<file path="config.mk">
export PLATFORM = sky130hd
export DESIGN_NAME = line_break_opportunity_core
export DESIGN_NICKNAME = d
export VERILOG_FILES = /design/src/hdl/lbo_pkg.sv /design/src/hdl/line_break_opportunity_core.sv /design/src/hdl/lbo_step.sv
export SDC_FILE = /design/constraint.sdc
export NUM_CORES = 1
export LEC_CHECK = 0
export BUFFER_PORTS_ARGS = -buffer_cell sky130_fd_sc_hd__clkbuf_2
export CORE_UTILIZATION = 60
export CTS_BUF_LIST = sky130_fd_sc_hd__clkbuf_8
export DETAILED_ROUTE_END_ITERATION = 8
export HOLD_SLACK_MARGIN = 0.1
export PLACE_DENSITY_LB_ADDON = 0.15
export SETUP_SLACK_MARGIN = 0.05
export SYNTH_ARGS = -nofsm -noshare
export SYNTH_HDL_FRONTEND = slang
export SYNTH_SLANG_ARGS = --single-unit
</file>
<file path="constraint.sdc">
create_clock -name clk -period 5.2 [get_ports clk]
set_input_delay 1.04 -clock clk [delete_from_list [all_inputs] [get_ports clk]]
set_output_delay 1.04 -clock clk [all_outputs]
set_load 0.03 [all_outputs]
</file>
<file path="src/hdl/lbo_pkg.sv">
// shared types, class codes and pair rule function for the line break opportunity core
package lbo_pkg;

    localparam int unsigned ClassWidth = 6;
    localparam int unsigned KindWidth  = 2;

    localparam logic [ClassWidth-1:0] LB_XX   = 6'd0;
    localparam logic [ClassWidth-1:0] LB_AL   = 6'd3;
    localparam logic [ClassWidth-1:0] LB_BA   = 6'd7;
    localparam logic [ClassWidth-1:0] LB_BB   = 6'd8;
    localparam logic [ClassWidth-1:0] LB_BK   = 6'd9;
    localparam logic [ClassWidth-1:0] LB_CB   = 6'd10;
    localparam logic [ClassWidth-1:0] LB_CL   = 6'd12;
    localparam logic [ClassWidth-1:0] LB_CP   = 6'd14;
    localparam logic [ClassWidth-1:0] LB_CR   = 6'd15;
    localparam logic [ClassWidth-1:0] LB_EB   = 6'd16;
    localparam logic [ClassWidth-1:0] LB_EM   = 6'd17;
    localparam logic [ClassWidth-1:0] LB_EX   = 6'd18;
    localparam logic [ClassWidth-1:0] LB_GL   = 6'd19;
    localparam logic [ClassWidth-1:0] LB_HH   = 6'd22;
    localparam logic [ClassWidth-1:0] LB_HL   = 6'd23;
    localparam logic [ClassWidth-1:0] LB_HY   = 6'd24;
    localparam logic [ClassWidth-1:0] LB_ID   = 6'd25;
    localparam logic [ClassWidth-1:0] LB_IN   = 6'd26;
    localparam logic [ClassWidth-1:0] LB_IS   = 6'd27;
    localparam logic [ClassWidth-1:0] LB_LF   = 6'd31;
    localparam logic [ClassWidth-1:0] LB_NL   = 6'd32;
    localparam logic [ClassWidth-1:0] LB_NS   = 6'd33;
    localparam logic [ClassWidth-1:0] LB_NU   = 6'd34;
    localparam logic [ClassWidth-1:0] LB_PO   = 6'd36;
    localparam logic [ClassWidth-1:0] LB_PR   = 6'd37;
    localparam logic [ClassWidth-1:0] LB_RI   = 6'd39;
    localparam logic [ClassWidth-1:0] LB_SP   = 6'd41;
    localparam logic [ClassWidth-1:0] LB_SY   = 6'd42;
    localparam logic [ClassWidth-1:0] LB_WJ   = 6'd45;
    localparam logic [ClassWidth-1:0] LB_ZW   = 6'd46;
    localparam logic [ClassWidth-1:0] LB_ZWJ  = 6'd47;
    localparam logic [ClassWidth-1:0] LB_LAST = 6'd47;

    localparam logic [KindWidth-1:0] KIND_NONE      = 2'd0;
    localparam logic [KindWidth-1:0] KIND_ALLOWED   = 2'd1;
    localparam logic [KindWidth-1:0] KIND_MANDATORY = 2'd2;

    typedef struct packed {
        logic [ClassWidth-1:0] prior_class;
        logic                  started;
        logic                  ri_parity;
    } lbo_state_t;

    typedef struct packed {
        logic                 valid;
        logic [KindWidth-1:0] kind;
    } lbo_result_t;

    function automatic logic is_letter(input logic [ClassWidth-1:0] c);
        return (c == LB_AL) || (c == LB_HL);
    endfunction

    function automatic logic is_ideo(input logic [ClassWidth-1:0] c);
        return (c == LB_ID) || (c == LB_EB) || (c == LB_EM);
    endfunction

    // break kind between previous class a and current class b, rule order matters
    function automatic logic [KindWidth-1:0] pair_rule(
        input logic [ClassWidth-1:0] a,
        input logic [ClassWidth-1:0] b
    );
        logic [KindWidth-1:0] k;
        priority if (a == LB_BK)                                   k = KIND_MANDATORY;
        else if (a == LB_CR && b == LB_LF)                         k = KIND_NONE;
        else if (a == LB_CR || a == LB_LF || a == LB_NL)           k = KIND_MANDATORY;
        else if (b == LB_BK || b == LB_CR || b == LB_LF || b == LB_NL)
                                                                   k = KIND_NONE;
        else if (b == LB_SP || b == LB_ZW)                         k = KIND_NONE;
        else if (a == LB_ZWJ)                                      k = KIND_NONE;
        else if (a == LB_WJ || b == LB_WJ)                         k = KIND_NONE;
        else if (a == LB_GL)                                       k = KIND_NONE;
        else if (b == LB_GL && a != LB_SP && a != LB_BA && a != LB_HY && a != LB_HH)
                                                                   k = KIND_NONE;
        else if (b == LB_CL || b == LB_CP || b == LB_EX || b == LB_SY)
                                                                   k = KIND_NONE;
        else if (b == LB_IS)                                       k = KIND_NONE;
        else if (a == LB_SP)                                       k = KIND_ALLOWED;
        else if (a == LB_CB || b == LB_CB)                         k = KIND_ALLOWED;
        else if (b == LB_BA || b == LB_HH || b == LB_HY || b == LB_NS)
                                                                   k = KIND_NONE;
        else if (a == LB_BB)                                       k = KIND_NONE;
        else if (a == LB_SY && b == LB_HL)                         k = KIND_NONE;
        else if (b == LB_IN)                                       k = KIND_NONE;
        else if (is_letter(a) && b == LB_NU)                       k = KIND_NONE;
        else if (a == LB_NU && is_letter(b))                       k = KIND_NONE;
        else if (a == LB_PR && is_ideo(b))                         k = KIND_NONE;
        else if (is_ideo(a) && b == LB_PO)                         k = KIND_NONE;
        else if (is_letter(a) && is_letter(b))                     k = KIND_NONE;
        else if (a == LB_IS && is_letter(b))                       k = KIND_NONE;
        else                                                       k = KIND_ALLOWED;
        return k;
    endfunction

endpackage

</file>
<file path="src/hdl/line_break_opportunity_core.sv">
// line break opportunity core: top level with state and result registers
// a result is registered on the input transfer that causes it and appears in the cycle after that transfer
// throughput: one input transfer per cycle while the result register is not stalled, set by the single decision step
// in_ready stays high while the result register is empty or being drained
// reset clears the state registers and the result valid flag at once
module line_break_opportunity_core
(
    input  logic                                clk,
    input  logic                                rst_n,
    input  logic                                in_valid,
    output logic                                in_ready,
    input  logic [lbo_pkg::ClassWidth-1:0]      lb_class,
    input  logic                                end_of_text,
    output logic                                out_valid,
    input  logic                                out_ready,
    output logic [lbo_pkg::KindWidth-1:0]       break_kind
);

    lbo_pkg::lbo_state_t               state_reg;
    lbo_pkg::lbo_state_t               state_next;
    lbo_pkg::lbo_result_t              result;
    logic                              out_valid_reg;
    logic [lbo_pkg::KindWidth-1:0]     break_kind_reg;
    logic                              in_fire;

    assign in_ready = !out_valid_reg || out_ready;
    assign in_fire  = in_valid && in_ready;

    lbo_step u_step
    (
        .state       (state_reg),
        .lb_class    (lb_class),
        .end_of_text (end_of_text),
        .state_next  (state_next),
        .result      (result)
    );

    always_ff @(posedge clk or negedge rst_n)
    begin
        if (!rst_n)
        begin
            state_reg.prior_class <= lbo_pkg::LB_XX;
            state_reg.started     <= 1'b0;
            state_reg.ri_parity   <= 1'b0;
            out_valid_reg         <= 1'b0;
        end
        else
        begin
            if (in_fire)
            begin
                state_reg <= state_next;
            end
            if (in_ready)
            begin
                out_valid_reg <= in_fire && result.valid;
            end
        end
    end

    always_ff @(posedge clk)
    begin
        if (in_fire && result.valid)
        begin
            break_kind_reg <= result.kind;
        end
    end

    assign out_valid  = out_valid_reg;
    assign break_kind = break_kind_reg;

endmodule

</file>
<file path="src/hdl/lbo_step.sv">
// combinational step: break decision and next state for one input transfer
module lbo_step
(
    input  lbo_pkg::lbo_state_t                 state,
    input  logic [lbo_pkg::ClassWidth-1:0]      lb_class,
    input  logic                                end_of_text,
    output lbo_pkg::lbo_state_t                 state_next,
    output lbo_pkg::lbo_result_t                result
);

    logic [lbo_pkg::ClassWidth-1:0] cls;

    assign cls = (lb_class > lbo_pkg::LB_LAST) ? lbo_pkg::LB_XX : lb_class;

    always_comb
    begin
        state_next   = state;
        result.valid = 1'b0;
        result.kind  = lbo_pkg::KIND_NONE;
        priority if (end_of_text)
        begin
            state_next.prior_class = lbo_pkg::LB_XX;
            state_next.started     = 1'b0;
            state_next.ri_parity   = 1'b0;
            result.valid           = state.started;
            result.kind            = lbo_pkg::KIND_MANDATORY;
        end
        else if (!state.started)
        begin
            state_next.prior_class = cls;
            state_next.started     = 1'b1;
            state_next.ri_parity   = 1'b0;
        end
        else if (state.prior_class == lbo_pkg::LB_RI && cls == lbo_pkg::LB_RI)
        begin
            // regional indicators pair up from the first of the run
            state_next.prior_class = cls;
            state_next.ri_parity   = ~state.ri_parity;
            result.valid           = 1'b1;
            result.kind            = state.ri_parity ? lbo_pkg::KIND_ALLOWED
                                                     : lbo_pkg::KIND_NONE;
        end
        else
        begin
            state_next.prior_class = cls;
            state_next.ri_parity   = 1'b0;
            result.valid           = 1'b1;
            result.kind            = lbo_pkg::pair_rule(state.prior_class, cls);
        end
    end

endmodule

</file>
==> results_dict.tcl <==
set metrics [dict create \
    nNetsFinal 169 \
    ctsHoldBuffers 0 \
    antenna_cells 0 \
    synth_cell_types 50 \
    grt_usage_pct 28.6 \
    ant_nets 0 \
    comb_power_share_pct 27.5 \
    cts_buffers 3 \
    cts_resized 0 \
    power.density_nw_per_um2 216 \
    multiInputGateArea_um2 781 \
    end_kind "flip-flop" \
    critPathMaxStageDelay_ns 0.41 \
    intPower_w 0.000177 \
    synth_warnings 0 \
    max_slew_margin_pct 64.6 \
    rsz0062_at_grt "no" \
    regArea_um2 285 \
    n_fill_cell 169 \
    synth_area_um2 1160 \
    place_congestion 0.867 \
    synthCells 146 \
    drc 0 \
    setup_viol 0 \
    htreeDepth 1 \
    synthArstFlopShare_pct 81.8 \
    p_seq_share_pct 43.1 \
    totalPowerFinal_w 0.000268 \
    p_sw_share_pct 33.7 \
    status "completed" \
    power_leakage_nw 0.512 \
    critical_path_depth 9 \
    dp.cells 173 \
    drt_pass1_iterations 4 \
    synth_ff_type "dfrtp_1" \
    endpoint "break_kind[0]" \
    die_h_um 45.9 \
    fin_crit_sh_pct 52.2 \
    cts_sinks 11 \
    rr_worst_depth 6 \
    dieArea_um2 2110 \
    fmax_mhz 368 \
    yosys.area_share.simple_pct 37.4 \
    most-common-layout-cells "nand2_1, clkbuf_2, o21ai_0" \
    synth_edf_count 2 \
    crit_arrival_ns 2.69 \
    syn_nets 162 \
    post_cts_buffers 0 \
    crit_family "simple AND/OR/NAND/NOR gates" \
    start_kind "primary input" \
    rows 15 \
    start_util_pct 65.7 \
    drtIter0Drc 32 \
    pin_count 15 \
    portBuffers 14 \
    grt_pass1_wl_um 4370 \
    muxShareOfSynthArea_pct 2.70 \
    p_switching_w 0.0000902 \
    antenna_found_initial 0 \
    core_um2 1760 \
    fin_skew_ns 0.000308 \
    cts.reportedPaths.clkPinSlew_ns 0.05 \
    power.share.clock_pct 29.4 \
    grt-ovfl-total 0 \
    timing.rr.start "state_reg[2]" \
    cpMaxStageDelayCell "or4_1" \
    instances_no_fill 177 \
    postSynthRegisterBits 11 \
    yosysSeqAreaShare_pct 24.6 \
    synth_compound_area_share_pct 19.7 \
    crit_buf_inv 2 \
    min_period_ns 2.72 \
    critical_path_class "in2reg" \
    grt_max_degree 19 \
    area_growth_pct 6.91 \
    wirelength_um 2550 \
    dp_hpwl_um 1890 \
    vdd_ir_drop_max_mv 0.224 \
    finalHoldViolations 0 \
    cp_data_required_time_ns 5.17 \
    grt_pass1_vias 964 \
    finalSetupTns_ns 0 \
    viasPerCell 6.27 \
    wl_per_cell_um 14.4 \
    synth_top_family_by_area "simple AND/OR/NAND/NOR gates" \
    maxSlewViolCount 0 \
    root_buffer "clkbuf_8" \
    clk-insertion-delay-late_ns 0.23 \
    dr_total_vias 1109 \
    drive_gt1_share_pct 18.4 \
    path_cells "clkbuf_2, inv_1, ha_1, nand3_1, or4_1, a31oi_1, nor3_1, a221oi_2, a21oi_1" \
    final_common_cell "nand2_1" \
    synth_xor_area_share_pct 2.27 \
    synthAdderAreaFrac_pct 5.40 \
    clockBufferDepth 2 \
    largest_register_ffs 8 \
    cp-startpoint "lb_class[5]" \
    cts_tree "built" \
    avgSynthCellArea_um2 7.94 \
    die_w_um 45.9 \
    hold_class "reg2reg" \
    cp_max_fo 8 \
    whs_ns 0.529 \
    cap_violations 0 \
    r2r_setup_slack_ns 3.09 \
    worstMarginPinSlew_ns 0.530 \
    reg2reg_to "break_kind[0]" \
]
cell type report:
| cell class | count | area share, % |
|---|---|---|
| Clock buffer | 3 | 3.33 |
| Clock inverter | 1 | 0.303 |
| Inverter | 7 | 2.12 |
| Multi-Input combinational cell | 116 | 63.0 |
| Sequential cell | 11 | 23.0 |
| Tap cell | 25 | 2.53 |
| Timing Repair Buffer | 14 | 5.66 |
Yosys cell counts (all sizes together), types with 2 or more instances:
cell type   n  share of area [%]
nand2b      5                3.3
nand3       3                1.3
mux2i       2                1.7
o211ai      2                1.3
and3        2                1.2
a21oi       3                1.3
buf        11                5.4
nor4b       3                4.1
dfrtp       9                 19
nor2       10                3.2
a31oi       3                1.6
ha          5                5.4
nand4       6                3.2
o21ai      13                5.6
inv         7                2.3
o32ai       2                1.5
nand2      22                7.1
nor4        3                1.6
edfxtp      2                5.2
and2        2                1.1
nor3b       4                3.0
nand3b      2                1.3
o41ai       2                1.5
xor2        3                2.3
or4         2                1.3
nor2b       2                1.1
kinds of logic after synthesis:
logic type | Yosys count
compound gates | 33
xor+xnor | 3
fa+ha+maj | 5
simple gates | 72
buf+inv | 19
flops | 11
mux | 3
power by group through the flow:
stage	clock network, W	logic (W)	registers (W)
global placement	0	0.0000714	0.000115
finish	0.0000787	0.0000735	0.000115
global route	0.0000840	0.0000821	0.000117
floorplan	0	0.0000624	0.000108
CTS	0.0000802	0.0000735	0.000115
detailed placement	0	0.0000730	0.000116
per-stage QoR:
| stage | util, % | cell area [um2] | setup slack (ns) |
|---|---|---|---|
| after global routing | 70.2 | 1240 | 2.41 |
| after floorplan | - | 1160 | 2.60 |
| after global placement | 67.7 | 1190 | 2.30 |
| after detailed placement | 67.7 | 1190 | 2.27 |
| after CTS | 70.2 | 1240 | 2.52 |
| final | 70.2 | 1240 | 2.48 |
worst min path at each step:
stage	from	endpoint	slack [ns]	depth (start not counted)
floorplan	state_reg[1]	state_reg[1]	0.48	2
global placement	state_reg[1]	state_reg[1]	0.51	2
detailed placement	state_reg[1]	state_reg[1]	0.52	2
CTS	state_reg[1]	state_reg[1]	0.53	2
global route	state_reg[0]	state_reg[0]	0.58	1
finish	state_reg[1]	state_reg[1]	0.53	2
worst reg2reg max path: stages, from the launching register on:
cell and delay [ns]:
dfrtp_1 0.55, nand2b_4 0.23, or4_1 0.47, a31oi_1 0.22
nor3_1 0.09, a221oi_2 0.24, a21oi_1 0.06
layer usage:
| layer | track usage, % | part of all wire [%] |
|---|---|---|
| met1 | 41.8 | 46 |
| met2 | 44.2 | 48 |
| met3 | 4.37 | 5.5 |
| met4 | 6.47 | 0.43 |
| met5 | 0 | 0 |
Power figures use the tool's default switching activity.
